**src/hw/rtl/plbc_pkg.sv**
```systemverilog
// Shared constants, codes and control/status types of the block cache controller.
`timescale 1ns / 1ps
`default_nettype none
package plbc_pkg;

   // Fixed field widths of the command and result words.
   localparam int DEV_W  = 4;
   localparam int LBA_W  = 48;
   localparam int SECT_W = 49;

   // Default geometry.
   localparam int ENTRIES_DEF  = 16;
   localparam int PIN_BITS_DEF = 8;
   localparam int AGE_BITS_DEF = 16;

   // Command codes.
   localparam logic [2:0] CMD_ACQUIRE    = 3'd0;
   localparam logic [2:0] CMD_MARK_DIRTY = 3'd1;
   localparam logic [2:0] CMD_RELEASE    = 3'd2;
   localparam logic [2:0] CMD_FLUSH      = 3'd3;
   localparam logic [2:0] CMD_INVALIDATE = 3'd4;
   localparam logic [2:0] CMD_QUERY      = 3'd5;
   localparam logic [2:0] CMD_CLEAR      = 3'd6;

   // Status codes.
   localparam logic [3:0] ST_OK           = 4'd0;
   localparam logic [3:0] ST_PIN_OVERFLOW = 4'd1;
   localparam logic [3:0] ST_ALL_PINNED   = 4'd2;
   localparam logic [3:0] ST_BAD_SIZE     = 4'd3;
   localparam logic [3:0] ST_OUT_OF_RANGE = 4'd4;
   localparam logic [3:0] ST_READ_FAILED  = 4'd5;
   localparam logic [3:0] ST_WB_FAILED    = 4'd6;
   localparam logic [3:0] ST_MISMATCH     = 4'd7;
   localparam logic [3:0] ST_PIN_UNDER    = 4'd8;
   localparam logic [3:0] ST_PINNED_DIRTY = 4'd9;
   localparam logic [3:0] ST_DEV_FLUSH    = 4'd10;

   // Result kinds.
   localparam logic [1:0] KIND_STATUS    = 2'd0;
   localparam logic [1:0] KIND_WRITEBACK = 2'd1;
   localparam logic [1:0] KIND_FILL      = 2'd2;
   localparam logic [1:0] KIND_DEV_FLUSH = 2'd3;

   // Flush phases.
   localparam logic [2:0] PH_IDLE     = 3'd0;
   localparam logic [2:0] PH_WRITING  = 3'd1;
   localparam logic [2:0] PH_FLUSHING = 3'd2;
   localparam logic [2:0] PH_COMPLETE = 3'd3;
   localparam logic [2:0] PH_FAILED   = 3'd4;

   // Device status codes that matter.
   localparam logic [2:0] DS_READ_ONLY  = 3'd1;
   localparam logic [2:0] DS_WRONG_SIZE = 3'd4;

   // Entry modes (invalid is held in the valid bits).
   localparam logic [1:0] MODE_CLEAN  = 2'd1;
   localparam logic [1:0] MODE_DIRTY  = 2'd2;
   localparam logic [1:0] MODE_WBFAIL = 2'd3;

   // Datapath operations issued by the controller.
   typedef enum logic [4:0] {
      OP_NONE,
      OP_LOAD,
      OP_SCAN_INIT,
      OP_LOOKUP,
      OP_FCHK,
      OP_FWB,
      OP_ICHK,
      OP_ICLR,
      OP_QUERY,
      OP_RENUM,
      OP_NA_LOAD,
      OP_INC_PIN,
      OP_VIC_TGT,
      OP_EMIT_VWB,
      OP_EMIT_FILL,
      OP_RD_TGT,
      OP_WR_AGE,
      OP_RD_IDX,
      OP_MARK,
      OP_REL,
      OP_EMIT_DFL,
      OP_CLEAR,
      OP_EMIT_ST
   } op_type;

   // Command from controller to datapath.
   typedef struct packed {
      op_type     op;
      logic       set_st;
      logic [3:0] st;
      logic       set_prog;
      logic [2:0] prog;
      logic       clr_err;
   } ctl_cmd_type;

   // Status from datapath to controller.
   typedef struct packed {
      logic [2:0] cmd;
      logic       stop;
      logic       last;
      logic       e_pinned;
      logic       tgt_pins_max;
      logic       vic_any;
      logic       vic_dirty;
      logic       bad_size;
      logic       oor;
      logic       not_ready;
      logic       age_wrap;
      logic       idx_ok;
      logic       rd_pins_zero;
      logic       wok;
      logic       rok;
      logic       fok;
   } dp_sts_type;

endpackage
`default_nettype wire

```
**src/hw/rtl/plbc_ram.sv**
```systemverilog
// Generic simple dual-port RAM with registered read.
`timescale 1ns / 1ps
`default_nettype none
module plbc_ram #(
   parameter int WIDTH = 8,
   parameter int DEPTH = 16
) (
   input  wire logic                     clock,
   input  wire logic                     wr_en,
   input  wire logic [$clog2(DEPTH)-1:0] wr_addr,
   input  wire logic [WIDTH-1:0]         wr_data,
   input  wire logic [$clog2(DEPTH)-1:0] rd_addr,
   output logic      [WIDTH-1:0]         rd_data
);

   logic [WIDTH-1:0] mem [DEPTH];

   // One write and one registered read per cycle.
   always_ff @(posedge clock) begin
      if (wr_en) begin
         mem[wr_addr] <= wr_data;
      end
      rd_data <= mem[rd_addr];
   end

endmodule
`default_nettype wire

```
**src/hw/rtl/plbc_dp.sv**
```systemverilog
// Datapath: entry store, valid bits, scan engine, counters and result register.
`timescale 1ns / 1ps
`default_nettype none
module plbc_dp import plbc_pkg::*; #(
   parameter int ENTRIES  = ENTRIES_DEF,
   parameter int PIN_BITS = PIN_BITS_DEF,
   parameter int AGE_BITS = AGE_BITS_DEF
) (
   input  wire logic              clock,
   input  wire logic              reset,
   input  wire ctl_cmd_type       cmd,
   output dp_sts_type             sts,
   input  wire logic [2:0]        req_cmd,
   input  wire logic [DEV_W-1:0]  req_device_id,
   input  wire logic [LBA_W-1:0]  req_lba,
   input  wire logic [3:0]        req_entry_index,
   input  wire logic [2:0]        req_device_status,
   input  wire logic [SECT_W-1:0] req_device_sectors,
   input  wire logic              req_write_ok,
   input  wire logic              req_read_ok,
   input  wire logic              req_flush_ok,
   output logic                   rsp_strobe,
   output logic [1:0]             rsp_kind,
   output logic [3:0]             rsp_status,
   output logic [3:0]             rsp_slot,
   output logic [DEV_W-1:0]       rsp_req_device,
   output logic [LBA_W-1:0]       rsp_req_lba,
   output logic [4:0]             rsp_valid_count,
   output logic [4:0]             rsp_dirty_count,
   output logic [4:0]             rsp_pinned_count,
   output logic [2:0]             rsp_flush_phase,
   output logic [3:0]             rsp_recorded_error,
   output logic                   rsp_last
);

   localparam int IDX_W   = $clog2(ENTRIES);
   localparam int CNT_W   = $clog2(ENTRIES + 1);
   localparam int AGE_LO  = 0;
   localparam int PIN_LO  = AGE_LO + AGE_BITS;
   localparam int SEC_LO  = PIN_LO + PIN_BITS;
   localparam int DEV_LO  = SEC_LO + LBA_W;
   localparam int MODE_LO = DEV_LO + DEV_W;
   localparam int WORD_W  = MODE_LO + 2;

   // Latched command word.
   logic [2:0]          cmd_ff, cmd_in;
   logic [DEV_W-1:0]    dev_ff, dev_in;
   logic [LBA_W-1:0]    lba_ff, lba_in;
   logic [3:0]          eidx_ff, eidx_in;
   logic [2:0]          dstat_ff, dstat_in;
   logic [SECT_W-1:0]   sect_ff, sect_in;
   logic                wok_ff, wok_in, rok_ff, rok_in, fok_ff, fok_in;

   // Cache state.
   logic [ENTRIES-1:0]  valid_ff, valid_in;
   logic [AGE_BITS-1:0] next_age_ff, next_age_in;
   logic [2:0]          prog_ff, prog_in;
   logic [3:0]          err_ff, err_in;

   // Scan engine and working registers.
   logic [IDX_W:0]      addr_ff, addr_in;
   logic                pv_ff, pv_in;
   logic [IDX_W-1:0]    ridx_ff, ridx_in;
   logic [IDX_W-1:0]    tgt_ff, tgt_in;
   logic [WORD_W-1:0]   tgt_word_ff, tgt_word_in;
   logic                found_ff, found_in;
   logic                inv_found_ff, inv_found_in;
   logic                vic_ok_ff, vic_ok_in;
   logic [IDX_W-1:0]    vic_ff, vic_in;
   logic [WORD_W-1:0]   vic_word_ff, vic_word_in;
   logic [AGE_BITS-1:0] a_ff, a_in;
   logic [3:0]          st_ff, st_in;
   logic [3:0]          slot_ff, slot_in;
   logic [CNT_W-1:0]    vcnt_ff, vcnt_in, dcnt_ff, dcnt_in, pcnt_ff, pcnt_in;

   // Result register.
   logic                strobe_ff, strobe_in;
   logic [1:0]          kind_ff, kind_in;
   logic [3:0]          ost_ff, ost_in;
   logic [3:0]          oslot_ff, oslot_in;
   logic [DEV_W-1:0]    odev_ff, odev_in;
   logic [LBA_W-1:0]    olba_ff, olba_in;
   logic [4:0]          ov_ff, ov_in, od_ff, od_in, op_ff, op_in;
   logic [2:0]          oph_ff, oph_in;
   logic [3:0]          oerr_ff, oerr_in;
   logic                olast_ff, olast_in;

   // Store ports.
   logic                wr_en;
   logic [IDX_W-1:0]    wr_addr, rd_addr;
   logic [WORD_W-1:0]   wr_data, rd_word;

   // Fields of the entry under evaluation.
   logic                e_v, e_dirty, e_pinned, e_match, e_hit, ev, scanning;
   logic [1:0]          e_mode;
   logic [DEV_W-1:0]    e_dev;
   logic [LBA_W-1:0]    e_sec;
   logic [PIN_BITS-1:0] e_pins, tgt_pins;
   logic [AGE_BITS-1:0] e_age, vic_age;
   logic [IDX_W-1:0]    eidx_ext;
   logic [3:0]          err_out;
   logic [WORD_W-1:0]   fill_word;

   plbc_ram #(.WIDTH(WORD_W), .DEPTH(ENTRIES)) u_store (
      .clock   (clock),
      .wr_en   (wr_en),
      .wr_addr (wr_addr),
      .wr_data (wr_data),
      .rd_addr (rd_addr),
      .rd_data (rd_word)
   );

   // Decode the word read back from the store.
   always_comb begin
      e_v      = valid_ff[ridx_ff];
      e_mode   = rd_word[MODE_LO +: 2];
      e_dev    = rd_word[DEV_LO +: DEV_W];
      e_sec    = rd_word[SEC_LO +: LBA_W];
      e_pins   = rd_word[PIN_LO +: PIN_BITS];
      e_age    = rd_word[AGE_LO +: AGE_BITS];
      e_dirty  = e_v && e_mode[1];
      e_pinned = e_v && (e_pins != '0);
      e_match  = e_v && (e_dev == dev_ff);
      e_hit    = e_match && (e_sec == lba_ff);
      ev       = pv_ff;
      tgt_pins = tgt_word_ff[PIN_LO +: PIN_BITS];
      vic_age  = vic_word_ff[AGE_LO +: AGE_BITS];
      eidx_ext = IDX_W'(eidx_ff);
      err_out  = (st_ff != ST_OK) ? st_ff : err_ff;
      scanning = cmd.op inside {OP_LOOKUP, OP_FCHK, OP_FWB, OP_ICHK, OP_ICLR,
                                OP_QUERY, OP_RENUM};
      fill_word = '0;
      fill_word[MODE_LO +: 2]       = MODE_CLEAN;
      fill_word[DEV_LO +: DEV_W]    = dev_ff;
      fill_word[SEC_LO +: LBA_W]    = lba_ff;
      fill_word[PIN_LO +: PIN_BITS] = PIN_BITS'(1);
   end

   // Status back to the controller.
   always_comb begin
      sts.cmd          = cmd_ff;
      sts.last         = pv_ff && (ridx_ff == IDX_W'(ENTRIES - 1));
      sts.e_pinned     = e_pinned;
      sts.tgt_pins_max = &tgt_pins;
      sts.vic_any      = inv_found_ff || vic_ok_ff;
      sts.vic_dirty    = !inv_found_ff && vic_word_ff[MODE_LO + 1];
      sts.bad_size     = dstat_ff == DS_WRONG_SIZE;
      sts.oor          = {1'b0, lba_ff} >= sect_ff;
      sts.not_ready    = dstat_ff > DS_READ_ONLY;
      sts.age_wrap     = &next_age_ff;
      sts.idx_ok       = (32'(eidx_ff) < ENTRIES) && valid_ff[eidx_ext];
      sts.rd_pins_zero = e_pins == '0;
      sts.wok          = wok_ff;
      sts.rok          = rok_ff;
      sts.fok          = fok_ff;
      case (cmd.op)
         OP_LOOKUP: sts.stop = ev && e_hit;
         OP_FCHK:   sts.stop = ev && e_match && e_pinned && e_dirty;
         OP_FWB:    sts.stop = ev && e_match && e_dirty && !wok_ff;
         OP_ICHK:   sts.stop = ev && e_match && (e_pinned || e_dirty);
         default:   sts.stop = 1'b0;
      endcase
   end

   // Next-state logic for each operation.
   always_comb begin
      cmd_in = cmd_ff; dev_in = dev_ff; lba_in = lba_ff; eidx_in = eidx_ff;
      dstat_in = dstat_ff; sect_in = sect_ff;
      wok_in = wok_ff; rok_in = rok_ff; fok_in = fok_ff;
      valid_in = valid_ff; next_age_in = next_age_ff; prog_in = prog_ff; err_in = err_ff;
      addr_in = addr_ff; ridx_in = addr_ff[IDX_W-1:0];
      pv_in = scanning && (addr_ff < (IDX_W + 1)'(ENTRIES));
      tgt_in = tgt_ff; tgt_word_in = tgt_word_ff; found_in = found_ff;
      inv_found_in = inv_found_ff; vic_ok_in = vic_ok_ff; vic_in = vic_ff;
      vic_word_in = vic_word_ff; a_in = a_ff; st_in = st_ff; slot_in = slot_ff;
      vcnt_in = vcnt_ff; dcnt_in = dcnt_ff; pcnt_in = pcnt_ff;
      strobe_in = 1'b0; kind_in = KIND_STATUS; ost_in = ST_OK; oslot_in = '0;
      odev_in = '0; olba_in = '0; ov_in = '0; od_in = '0; op_in = '0;
      oph_in = PH_IDLE; oerr_in = '0; olast_in = 1'b0;
      wr_en = 1'b0; wr_addr = ridx_ff; wr_data = rd_word;
      rd_addr = addr_ff[IDX_W-1:0];

      if (scanning && pv_in) begin
         addr_in = addr_ff + (IDX_W + 1)'(1);
      end

      case (cmd.op)
         OP_LOAD: begin
            cmd_in = req_cmd; dev_in = req_device_id; lba_in = req_lba;
            eidx_in = req_entry_index; dstat_in = req_device_status;
            sect_in = req_device_sectors; wok_in = req_write_ok;
            rok_in = req_read_ok; fok_in = req_flush_ok;
            st_in = ST_OK;
            slot_in = (req_cmd == CMD_MARK_DIRTY || req_cmd == CMD_RELEASE) ?
                      req_entry_index : 4'd0;
            vcnt_in = '0; dcnt_in = '0; pcnt_in = '0;
         end
         OP_SCAN_INIT: begin
            addr_in = '0; pv_in = 1'b0; found_in = 1'b0;
            inv_found_in = 1'b0; vic_ok_in = 1'b0; a_in = AGE_BITS'(1);
         end
         OP_LOOKUP: begin
            if (ev) begin
               if (e_hit && !found_ff) begin
                  found_in = 1'b1; tgt_in = ridx_ff; tgt_word_in = rd_word;
               end
               // Victim: first invalid entry, else oldest unpinned one.
               if (!e_v) begin
                  if (!inv_found_ff) begin
                     inv_found_in = 1'b1; vic_in = ridx_ff;
                  end
               end else if (e_pins == '0 && !inv_found_ff &&
                            (!vic_ok_ff || e_age < vic_age)) begin
                  vic_ok_in = 1'b1; vic_in = ridx_ff; vic_word_in = rd_word;
               end
            end
         end
         OP_FWB: begin
            if (ev && e_match && e_dirty) begin
               strobe_in = 1'b1; kind_in = KIND_WRITEBACK; oslot_in = 4'(ridx_ff);
               odev_in = dev_ff; olba_in = e_sec;
               wr_en = 1'b1;
               wr_data[MODE_LO +: 2] = wok_ff ? MODE_CLEAN : MODE_WBFAIL;
            end
         end
         OP_ICLR: begin
            if (ev && e_match) begin
               valid_in[ridx_ff] = 1'b0;
            end
         end
         OP_QUERY: begin
            if (ev) begin
               vcnt_in = vcnt_ff + CNT_W'(e_v);
               dcnt_in = dcnt_ff + CNT_W'(e_dirty);
               pcnt_in = pcnt_ff + CNT_W'(e_pinned);
            end
         end
         OP_RENUM: begin
            // Renumber valid entries in index order.
            if (ev && e_v) begin
               wr_en = 1'b1;
               wr_data[AGE_LO +: AGE_BITS] = a_ff;
               a_in = a_ff + AGE_BITS'(1);
            end
         end
         OP_NA_LOAD: next_age_in = a_ff;
         OP_INC_PIN: begin
            wr_en = 1'b1; wr_addr = tgt_ff; wr_data = tgt_word_ff;
            wr_data[PIN_LO +: PIN_BITS] = tgt_pins + PIN_BITS'(1);
         end
         OP_VIC_TGT: tgt_in = vic_ff;
         OP_EMIT_VWB: begin
            strobe_in = 1'b1; kind_in = KIND_WRITEBACK; oslot_in = 4'(tgt_ff);
            odev_in = vic_word_ff[DEV_LO +: DEV_W];
            olba_in = vic_word_ff[SEC_LO +: LBA_W];
            wr_en = 1'b1; wr_addr = tgt_ff; wr_data = vic_word_ff;
            wr_data[MODE_LO +: 2] = wok_ff ? MODE_CLEAN : MODE_WBFAIL;
         end
         OP_EMIT_FILL: begin
            strobe_in = 1'b1; kind_in = KIND_FILL; oslot_in = 4'(tgt_ff);
            odev_in = dev_ff; olba_in = lba_ff;
            if (rok_ff) begin
               wr_en = 1'b1; wr_addr = tgt_ff; wr_data = fill_word;
               valid_in[tgt_ff] = 1'b1;
            end
         end
         OP_RD_TGT: rd_addr = tgt_ff;
         OP_WR_AGE: begin
            wr_en = 1'b1; wr_addr = tgt_ff;
            wr_data[AGE_LO +: AGE_BITS] = next_age_ff;
            next_age_in = next_age_ff + AGE_BITS'(1);
            slot_in = 4'(tgt_ff);
         end
         OP_RD_IDX: begin
            rd_addr = eidx_ext; tgt_in = eidx_ext;
         end
         OP_MARK: begin
            wr_en = 1'b1; wr_addr = tgt_ff;
            wr_data[MODE_LO +: 2] = MODE_DIRTY;
         end
         OP_REL: begin
            wr_en = 1'b1; wr_addr = tgt_ff;
            wr_data[PIN_LO +: PIN_BITS] = e_pins - PIN_BITS'(1);
         end
         OP_EMIT_DFL: begin
            strobe_in = 1'b1; kind_in = KIND_DEV_FLUSH; odev_in = dev_ff;
         end
         OP_CLEAR: begin
            valid_in = '0; next_age_in = AGE_BITS'(1);
            prog_in = PH_IDLE; err_in = ST_OK;
         end
         OP_EMIT_ST: begin
            strobe_in = 1'b1; kind_in = KIND_STATUS; ost_in = st_ff;
            oslot_in = slot_ff; ov_in = 5'(vcnt_ff); od_in = 5'(dcnt_ff);
            op_in = 5'(pcnt_ff); oph_in = prog_ff; oerr_in = err_out;
            olast_in = 1'b1; err_in = err_out;
         end
         default: begin
         end
      endcase

      if (cmd.set_st) begin
         st_in = cmd.st;
      end
      if (cmd.set_prog) begin
         prog_in = cmd.prog;
      end
      if (cmd.clr_err) begin
         err_in = ST_OK;
      end
   end

   // Registers.
   always_ff @(posedge clock) begin
      if (reset) begin
         valid_ff <= '0; next_age_ff <= AGE_BITS'(1); prog_ff <= PH_IDLE;
         err_ff <= ST_OK; pv_ff <= 1'b0; strobe_ff <= 1'b0;
      end else begin
         valid_ff <= valid_in; next_age_ff <= next_age_in; prog_ff <= prog_in;
         err_ff <= err_in; pv_ff <= pv_in; strobe_ff <= strobe_in;
      end
      cmd_ff <= cmd_in; dev_ff <= dev_in; lba_ff <= lba_in; eidx_ff <= eidx_in;
      dstat_ff <= dstat_in; sect_ff <= sect_in;
      wok_ff <= wok_in; rok_ff <= rok_in; fok_ff <= fok_in;
      addr_ff <= addr_in; ridx_ff <= ridx_in; tgt_ff <= tgt_in;
      tgt_word_ff <= tgt_word_in; found_ff <= found_in;
      inv_found_ff <= inv_found_in; vic_ok_ff <= vic_ok_in; vic_ff <= vic_in;
      vic_word_ff <= vic_word_in; a_ff <= a_in; st_ff <= st_in; slot_ff <= slot_in;
      vcnt_ff <= vcnt_in; dcnt_ff <= dcnt_in; pcnt_ff <= pcnt_in;
      kind_ff <= kind_in; ost_ff <= ost_in; oslot_ff <= oslot_in; odev_ff <= odev_in;
      olba_ff <= olba_in; ov_ff <= ov_in; od_ff <= od_in; op_ff <= op_in;
      oph_ff <= oph_in; oerr_ff <= oerr_in; olast_ff <= olast_in;
   end

   assign rsp_strobe         = strobe_ff;
   assign rsp_kind           = kind_ff;
   assign rsp_status         = ost_ff;
   assign rsp_slot           = oslot_ff;
   assign rsp_req_device     = odev_ff;
   assign rsp_req_lba        = olba_ff;
   assign rsp_valid_count    = ov_ff;
   assign rsp_dirty_count    = od_ff;
   assign rsp_pinned_count   = op_ff;
   assign rsp_flush_phase    = oph_ff;
   assign rsp_recorded_error = oerr_ff;
   assign rsp_last           = olast_ff;

   // Only the status word closes a command.
   a_last_is_status: assert property (@(posedge clock) disable iff (reset)
      strobe_ff && olast_ff |-> kind_ff == KIND_STATUS)
      else $error("last word is not a status word");

   // A request word never carries the closing mark.
   a_req_not_last: assert property (@(posedge clock) disable iff (reset)
      strobe_ff && kind_ff != KIND_STATUS |-> !olast_ff)
      else $error("request word marked last");

   // A freshly loaded command starts with a clean status.
   a_load_clears_st: assert property (@(posedge clock) disable iff (reset)
      cmd.op == OP_LOAD |=> st_ff == ST_OK)
      else $error("status not cleared on load");

endmodule
`default_nettype wire

```
**src/hw/rtl/plbc_ctl.sv**
```systemverilog
// Controller: sequences each command through the datapath operations.
`timescale 1ns / 1ps
`default_nettype none
module plbc_ctl import plbc_pkg::*; (
   input  wire logic        clock,
   input  wire logic        reset,
   input  wire logic        start,
   output logic             busy,
   input  wire dp_sts_type  sts,
   output ctl_cmd_type      cmd
);

   typedef enum logic [4:0] {
      S_IDLE, S_DISPATCH,
      S_A_INIT, S_A_LOOK, S_A_HIT, S_A_MISS, S_A_WB, S_A_FILL,
      S_T_CHK, S_R_INIT, S_R_SCAN, S_R_END, S_T_RD, S_T_WR,
      S_M_RD, S_M_EV,
      S_F_INIT, S_F_CHK, S_F_INIT2, S_F_WB, S_F_DEV,
      S_I_INIT, S_I_CHK, S_I_INIT2, S_I_CLR,
      S_Q_INIT, S_Q_SCAN, S_CLR, S_DONE
   } state_type;

   state_type state_ff, state_in;
   logic      busy_ff;

   // Next state and the operation for this cycle.
   always_comb begin
      state_in     = state_ff;
      cmd.op       = OP_NONE;
      cmd.set_st   = 1'b0;
      cmd.st       = ST_OK;
      cmd.set_prog = 1'b0;
      cmd.prog     = PH_IDLE;
      cmd.clr_err  = 1'b0;
      case (state_ff)
         S_IDLE: begin
            if (start && !busy_ff) begin
               cmd.op = OP_LOAD;
               state_in = S_DISPATCH;
            end
         end
         S_DISPATCH: begin
            case (sts.cmd)
               CMD_ACQUIRE:    state_in = S_A_INIT;
               CMD_MARK_DIRTY: state_in = S_M_RD;
               CMD_RELEASE:    state_in = S_M_RD;
               CMD_FLUSH:      state_in = S_F_INIT;
               CMD_INVALIDATE: state_in = S_I_INIT;
               CMD_QUERY:      state_in = S_Q_INIT;
               CMD_CLEAR:      state_in = S_CLR;
               default:        state_in = S_DONE;
            endcase
         end
         // Acquire: look up the tag while choosing a victim.
         S_A_INIT: begin
            cmd.op = OP_SCAN_INIT;
            state_in = S_A_LOOK;
         end
         S_A_LOOK: begin
            cmd.op = OP_LOOKUP;
            if (sts.stop) begin
               state_in = S_A_HIT;
            end else if (sts.last) begin
               state_in = S_A_MISS;
            end
         end
         S_A_HIT: begin
            if (sts.tgt_pins_max) begin
               cmd.set_st = 1'b1; cmd.st = ST_PIN_OVERFLOW;
               state_in = S_DONE;
            end else begin
               cmd.op = OP_INC_PIN;
               state_in = S_T_CHK;
            end
         end
         S_A_MISS: begin
            cmd.op = OP_VIC_TGT;
            cmd.set_st = 1'b1;
            state_in = S_DONE;
            if (!sts.vic_any) begin
               cmd.st = ST_ALL_PINNED;
            end else if (sts.bad_size) begin
               cmd.st = ST_BAD_SIZE;
            end else if (sts.oor) begin
               cmd.st = ST_OUT_OF_RANGE;
            end else if (sts.not_ready) begin
               cmd.st = ST_READ_FAILED;
            end else begin
               cmd.set_st = 1'b0;
               state_in = sts.vic_dirty ? S_A_WB : S_A_FILL;
            end
         end
         S_A_WB: begin
            cmd.op = OP_EMIT_VWB;
            if (sts.wok) begin
               state_in = S_A_FILL;
            end else begin
               cmd.set_st = 1'b1; cmd.st = ST_WB_FAILED;
               state_in = S_DONE;
            end
         end
         S_A_FILL: begin
            cmd.op = OP_EMIT_FILL;
            if (sts.rok) begin
               state_in = S_T_CHK;
            end else begin
               cmd.set_st = 1'b1; cmd.st = ST_READ_FAILED;
               state_in = S_DONE;
            end
         end
         // Touch: renumber ages on wrap, then stamp the target.
         S_T_CHK:  state_in = sts.age_wrap ? S_R_INIT : S_T_RD;
         S_R_INIT: begin
            cmd.op = OP_SCAN_INIT;
            state_in = S_R_SCAN;
         end
         S_R_SCAN: begin
            cmd.op = OP_RENUM;
            if (sts.last) begin
               state_in = S_R_END;
            end
         end
         S_R_END: begin
            cmd.op = OP_NA_LOAD;
            state_in = S_T_RD;
         end
         S_T_RD: begin
            cmd.op = OP_RD_TGT;
            state_in = S_T_WR;
         end
         S_T_WR: begin
            cmd.op = OP_WR_AGE;
            state_in = S_DONE;
         end
         // Mark dirty and release.
         S_M_RD: begin
            cmd.op = OP_RD_IDX;
            state_in = S_M_EV;
         end
         S_M_EV: begin
            state_in = S_DONE;
            if (!sts.idx_ok) begin
               cmd.set_st = 1'b1; cmd.st = ST_MISMATCH;
            end else if (sts.rd_pins_zero) begin
               cmd.set_st = 1'b1; cmd.st = ST_PIN_UNDER;
            end else begin
               cmd.op = (sts.cmd == CMD_MARK_DIRTY) ? OP_MARK : OP_REL;
            end
         end
         // Flush a device.
         S_F_INIT: begin
            cmd.op = OP_SCAN_INIT;
            state_in = S_F_CHK;
         end
         S_F_CHK: begin
            cmd.op = OP_FCHK;
            if (sts.stop) begin
               cmd.set_st = 1'b1; cmd.st = ST_PINNED_DIRTY;
               cmd.set_prog = 1'b1; cmd.prog = PH_FAILED;
               state_in = S_DONE;
            end else if (sts.last) begin
               state_in = S_F_INIT2;
            end
         end
         S_F_INIT2: begin
            cmd.op = OP_SCAN_INIT;
            cmd.set_prog = 1'b1; cmd.prog = PH_WRITING;
            state_in = S_F_WB;
         end
         S_F_WB: begin
            cmd.op = OP_FWB;
            if (sts.stop) begin
               cmd.set_st = 1'b1; cmd.st = ST_WB_FAILED;
               cmd.set_prog = 1'b1; cmd.prog = PH_FAILED;
               state_in = S_DONE;
            end else if (sts.last) begin
               state_in = S_F_DEV;
            end
         end
         S_F_DEV: begin
            cmd.op = OP_EMIT_DFL;
            cmd.set_prog = 1'b1;
            if (sts.fok) begin
               cmd.prog = PH_COMPLETE; cmd.clr_err = 1'b1;
            end else begin
               cmd.prog = PH_FAILED;
               cmd.set_st = 1'b1; cmd.st = ST_DEV_FLUSH;
            end
            state_in = S_DONE;
         end
         // Invalidate a device.
         S_I_INIT: begin
            cmd.op = OP_SCAN_INIT;
            state_in = S_I_CHK;
         end
         S_I_CHK: begin
            cmd.op = OP_ICHK;
            if (sts.stop) begin
               cmd.set_st = 1'b1;
               cmd.st = sts.e_pinned ? ST_ALL_PINNED : ST_WB_FAILED;
               state_in = S_DONE;
            end else if (sts.last) begin
               state_in = S_I_INIT2;
            end
         end
         S_I_INIT2: begin
            cmd.op = OP_SCAN_INIT;
            state_in = S_I_CLR;
         end
         S_I_CLR: begin
            cmd.op = OP_ICLR;
            if (sts.last) begin
               state_in = S_DONE;
            end
         end
         // Query.
         S_Q_INIT: begin
            cmd.op = OP_SCAN_INIT;
            state_in = S_Q_SCAN;
         end
         S_Q_SCAN: begin
            cmd.op = OP_QUERY;
            if (sts.last) begin
               state_in = S_DONE;
            end
         end
         S_CLR: begin
            cmd.op = OP_CLEAR;
            state_in = S_DONE;
         end
         S_DONE: begin
            cmd.op = OP_EMIT_ST;
            state_in = S_IDLE;
         end
         default: state_in = S_IDLE;
      endcase
   end

   // State and busy flag.
   always_ff @(posedge clock) begin
      if (reset) begin
         state_ff <= S_IDLE;
         busy_ff  <= 1'b0;
      end else begin
         state_ff <= state_in;
         busy_ff  <= state_in != S_IDLE;
      end
   end

   assign busy = busy_ff;

   // An accepted command makes the block busy at once.
   a_start_busy: assert property (@(posedge clock) disable iff (reset)
      start && !busy_ff |=> busy_ff)
      else $error("command accepted but block not busy");

   // Busy tracks exactly whether the sequencer is away from idle.
   a_busy_state: assert property (@(posedge clock) disable iff (reset)
      busy_ff == (state_ff != S_IDLE))
      else $error("busy out of step with state");

   // The closing status always returns the sequencer to idle.
   a_done_idle: assert property (@(posedge clock) disable iff (reset)
      state_ff == S_DONE |=> state_ff == S_IDLE && !busy_ff)
      else $error("no return to idle after status");

endmodule
`default_nettype wire

```
**src/hw/rtl/pinned_lru_block_cache_controller.sv**
```systemverilog
// Top level of the pinned LRU block cache tag and state controller.
//
//   Channel   Handshake             Words
//   req_*     start, busy           one command, taken when start & !busy
//   rsp_*     rsp_strobe            requests then one status word (rsp_last)
//
// Commands that walk the entries (query, invalidate, flush, acquire) scan the store,
// one store read per cycle; an acquire also renumbers the ages when the age counter wraps.
// Reset empties all entries at once through the valid flip-flops.
// Result words are shown for one cycle each; the receiver cannot stall.
`timescale 1ns / 1ps
`default_nettype none
module pinned_lru_block_cache_controller import plbc_pkg::*; #(
   parameter int ENTRIES  = ENTRIES_DEF,
   parameter int PIN_BITS = PIN_BITS_DEF,
   parameter int AGE_BITS = AGE_BITS_DEF
) (
   input  wire logic              clock,
   input  wire logic              reset,
   input  wire logic              start,
   output logic                   busy,
   input  wire logic [2:0]        req_cmd,
   input  wire logic [DEV_W-1:0]  req_device_id,
   input  wire logic [LBA_W-1:0]  req_lba,
   input  wire logic [3:0]        req_entry_index,
   input  wire logic [2:0]        req_device_status,
   input  wire logic [SECT_W-1:0] req_device_sectors,
   input  wire logic              req_write_ok,
   input  wire logic              req_read_ok,
   input  wire logic              req_flush_ok,
   output logic                   rsp_strobe,
   output logic [1:0]             rsp_kind,
   output logic [3:0]             rsp_status,
   output logic [3:0]             rsp_slot,
   output logic [DEV_W-1:0]       rsp_req_device,
   output logic [LBA_W-1:0]       rsp_req_lba,
   output logic [4:0]             rsp_valid_count,
   output logic [4:0]             rsp_dirty_count,
   output logic [4:0]             rsp_pinned_count,
   output logic [2:0]             rsp_flush_phase,
   output logic [3:0]             rsp_recorded_error,
   output logic                   rsp_last
);

   ctl_cmd_type cmd;
   dp_sts_type  sts;

   // Sequencer.
   plbc_ctl u_ctl (
      .clock (clock),
      .reset (reset),
      .start (start),
      .busy  (busy),
      .sts   (sts),
      .cmd   (cmd)
   );

   // Entry store and result path.
   plbc_dp #(
      .ENTRIES  (ENTRIES),
      .PIN_BITS (PIN_BITS),
      .AGE_BITS (AGE_BITS)
   ) u_dp (
      .clock              (clock),
      .reset              (reset),
      .cmd                (cmd),
      .sts                (sts),
      .req_cmd            (req_cmd),
      .req_device_id      (req_device_id),
      .req_lba            (req_lba),
      .req_entry_index    (req_entry_index),
      .req_device_status  (req_device_status),
      .req_device_sectors (req_device_sectors),
      .req_write_ok       (req_write_ok),
      .req_read_ok        (req_read_ok),
      .req_flush_ok       (req_flush_ok),
      .rsp_strobe         (rsp_strobe),
      .rsp_kind           (rsp_kind),
      .rsp_status         (rsp_status),
      .rsp_slot           (rsp_slot),
      .rsp_req_device     (rsp_req_device),
      .rsp_req_lba        (rsp_req_lba),
      .rsp_valid_count    (rsp_valid_count),
      .rsp_dirty_count    (rsp_dirty_count),
      .rsp_pinned_count   (rsp_pinned_count),
      .rsp_flush_phase    (rsp_flush_phase),
      .rsp_recorded_error (rsp_recorded_error),
      .rsp_last           (rsp_last)
   );

endmodule
`default_nettype wire

```
**config.mk**
```make
export PLATFORM = sky130hd
export DESIGN_NAME = pinned_lru_block_cache_controller
export DESIGN_NICKNAME = d
export VERILOG_FILES = /design/src/hw/rtl/plbc_pkg.sv /design/src/hw/rtl/plbc_ram.sv /design/src/hw/rtl/plbc_dp.sv /design/src/hw/rtl/plbc_ctl.sv /design/src/hw/rtl/pinned_lru_block_cache_controller.sv
export SDC_FILE = /design/constraint.sdc
export NUM_CORES = 2
export LEC_CHECK = 0
export ABC_CLOCK_PERIOD_IN_PS = 9000
export BUFFER_PORTS_ARGS = -buffer_cell sky130_fd_sc_hd__clkbuf_2
export CORE_ASPECT_RATIO = 0.6
export CORE_UTILIZATION = 45
export DETAILED_ROUTE_END_ITERATION = 7
export PLACE_DENSITY = 0.71
export SKIP_CTS_REPAIR_TIMING = 1
export SLEW_MARGIN = 30
export SYNTH_ARGS = -nofsm -noshare
export SYNTH_HDL_FRONTEND = slang
export SYNTH_HIERARCHICAL = 1
export SYNTH_SLANG_ARGS = --single-unit
```
**constraint.sdc**
```tcl
create_clock -name clock -period 9 [get_ports clock]
set_input_delay 0.9 -clock clock [delete_from_list [all_inputs] [get_ports clock]]
set_output_delay 0.9 -clock clock [all_outputs]
set_load 0.005 [all_outputs]
```
==> flow_summary_export.csv <==
group,metric,value,unit
clocking,path_clk_slew,70,ps
setup_path,reg2reg_slack,2560,ps
timing,worst_pin_slew,1050,ps
global_route,busiest_layer,"met1",
global_route,met2_usage,32.9,%
global_route,grt_remaining_overflow,0,
place,routabilityCongestion,0.901,
synth,yosys_warnings,6,
hold_path,whs_path_depth,1,
global_route,antenna_found_initial,4,
clocking,cts_tree,"built",
global_route,met3_usage,6.30,%
job,max_cap_violations,0,
cells_and_area,nFillCells,11920,
cells_and_area,finish.instance_area,78200,um2
setup_path,worstSetupPathType,"reg2reg",
global_route,grt_start_max_net_pins,102,
timing,period_share,71.6,%
floorplanning,dieWidth,509,um
hold_path,hold_path_end,"u_dp/sect_ff[17]",
setup_path,cp-end-kind,"flop",
detailed_routing,drtAntennaViolNets,0,
clocking,htree_levels,4,
timing,setup_viol,0,
clocking,cts_made_buffers,157,
cells_and_area,area.growth.synth_to_final,12.6,%
timing,clock_skew,35.8,ps
detailed_routing,routed_wl,186000,um
timing,max_slew_margin,29.8,%
detailed_routing,first_pass_iters,6,
place,pre_cts_slack,2710,ps
timing,rsz0062_at_grt,"no",
clocking,clk_path_buf_depth,3,
place,dpl.hpwl,109000,um
setup_path,max_stage_delay,760,ps
synth,synth.avg_cell_area,17.5,um2
floorplanning,coreArea,153000,um2
setup_path,cpMostUsedCell,"nand2_1",
place,dp_cells,6068,
global_route,grt_pass1_vias,38178,
pwr,power_density,329,nW/um2
setup_path,r2r.worst_path.cells,17,
timing,hold_viol_final,0,
timing,max_freq,155,MHz
place,place_area,73100,um2
detailed_routing,wl_per_cell,29.3,um
setup_path,required,9450,ps
detailed_routing,drc,0,
detailed_routing,first_iter_violations,6703,
timing,maxSlewViolCount,0,
floorplanning,design.die.area,156000,um2
hold_path,hp-class,"in2reg",
synth,synthCells,3959,
timing,finalCriticalPeriod,6440,ps
timing,layout_setup_ws,2560,ps
floorplanning,pin_count,204,
timing,fin_setup_tns,0,ps
setup_path,path_cells,"or4_1, or4b_1, inv_1, nor2b_1, and2b_2, a21oi_1, nand2_1, buf_4, nor2b_1, nand2_1, nor2_1, and3_2, nor2_1, nand2_1, or3b_2, nor2_4, buf_4",
setup_path,path_max_fanout,26,
setup_path,start_kind,"flop",
clocking,clock-sinks,1768,
setup_path,crit_slowest_cell,"and3_2",
synth,syn_nets,4151,
cells_and_area,stdcell_count,6361,
floorplanning,rows,111,
detailed_routing,routed_via_density,6.24,
setup_path,crit_buf_inv,3,
setup_path,crit_family,"simple AND/OR/NAND/NOR gates",
floorplanning,start_util,45.4,%
place,io_buffers,203,
cells_and_area,drive_gt1_share,20.7,%
setup_path,crit_cells,17,
clocking,clock_latency,800,ps
floorplanning,dieHeight,306,um
global_route,grt_pass1_wl,270000,um
clocking,clockRootBuffer,"clkbuf_16",
global_route,grt_use_total,23.9,%
setup_path,cp.arrival,6890,ps
setup_path,regToRegEndpoint,"u_dp/u_store/mem[3][59]",
global_route,globalRouteMet1Util,37.4,%
pwr,ir_drop,241,uV
synth,netlist_area,69500,um2
run_status,status,"complete, no violations",
hold_path,worstHoldStart,"req_device_sectors[17]",
detailed_routing,vias,39666,
cells_and_area,num-nets-final,4386,
pwr,p_leak,0.0260,uW
setup_path,timing.rr.start,"u_dp/u_store/rd_data[18]",
## cells in the final DEF (no fill, tap or decap), types with 44 or more instances in the layout
master and count:
clkbuf_16 162, dfxtp_1 216, buf_4 64, and2_1 44, mux4_2 314, ha_1 75
a222oi_1 54, a22oi_1 238, clkbuf_2 203, edfxtp_1 1550, inv_1 84, nor2_1 106
a21oi_1 70, o21ai_0 45, nand2_1 406, xnor2_1 67
## layout make-up
type / count / area [um2] / share of cell area (%)
Antenna cell: 2 / 5.00 / 0.00640
Clock buffer: 221 / 4440 / 5.67
Clock inverter: 69 / 643 / 0.822
Inverter: 85 / 324 / 0.414
Multi-Input combinational cell: 1893 / 17500 / 22.3
Sequential cell: 1768 / 50900 / 65.1
Tap cell: 2034 / 2540 / 3.25
Timing Repair Buffer: 289 / 1920 / 2.45
## metrics by stage
stage	hold WS (ps)	total power, uW	util [%]
6_report	282	25800	51.2
5_1_grt	260	26700	51.2
4_1_cts	229	25700	51.1
3_5_place_dp	407	19100	47.8
3_3_place_gp	404	18900	47.7
2_1_floorplan	374	16400	-
## worst register-to-register path, cell delays in order, from the launching register on
cell and delay, ps:
dfxtp_1 400, or4_1 640, or4b_1 580, inv_1 170
nor2b_1 90, and2b_2 230, a21oi_1 120, nand2_1 70
buf_4 230, nor2b_1 480, nand2_1 140, nor2_1 130
and3_2 760, nor2_1 130, nand2_1 160, or3b_2 600
nor2_4 660, buf_4 490
## how the worst max path moves through the flow
stage,startpoint,end,slack [ps]
after global placement,u_dp/eidx_ext[0],u_dp/u_store/mem[13][58],2680
after CTS,u_dp/u_store/rd_data[18],u_dp/u_store/mem[3][7],2670
after global routing,u_dp/u_store/rd_data[18],u_dp/u_store/rd_data[16],2280
after floorplan,u_dp/eidx_ext[0],u_dp/u_store/mem[1][0],1260
final,u_dp/u_store/rd_data[18],u_dp/u_store/mem[3][59],2560
after detailed placement,u_dp/u_store/rd_data[18],u_dp/u_store/mem[3][55],2710
## registers in the layout, indices dropped and copies added, names as in the netlist, 16 cells and up
name,flops
u_dp/valid_ff,16
u_dp/next_age_ff,16
u_dp/tgt_word_ff,77
u_dp/u_store/rd_data,77
u_dp/lba_ff,48
u_dp/vic_word_ff,77
u_dp/sect_ff,49
u_dp/rsp_req_lba,48
u_dp/a_ff,16
u_dp/u_store/mem,1232
## power breakdown
part           internal [uW]  leakage (uW)  total, uW  switching (uW)
Sequential             11100        0.0158      12200            1100
Combinational           2410       0.00769       6860            4450
Clock                   3700       0.00249       6690            3000
Total                  17200        0.0260      25800            8550
## routing by layer
layer	part of all wire (%)	wire [um]
met4	1.9	3600
met3	14	26500
met2	42	78500
met1	42	77800
met5	0.026	49
Power figures use the tool's default switching activity.
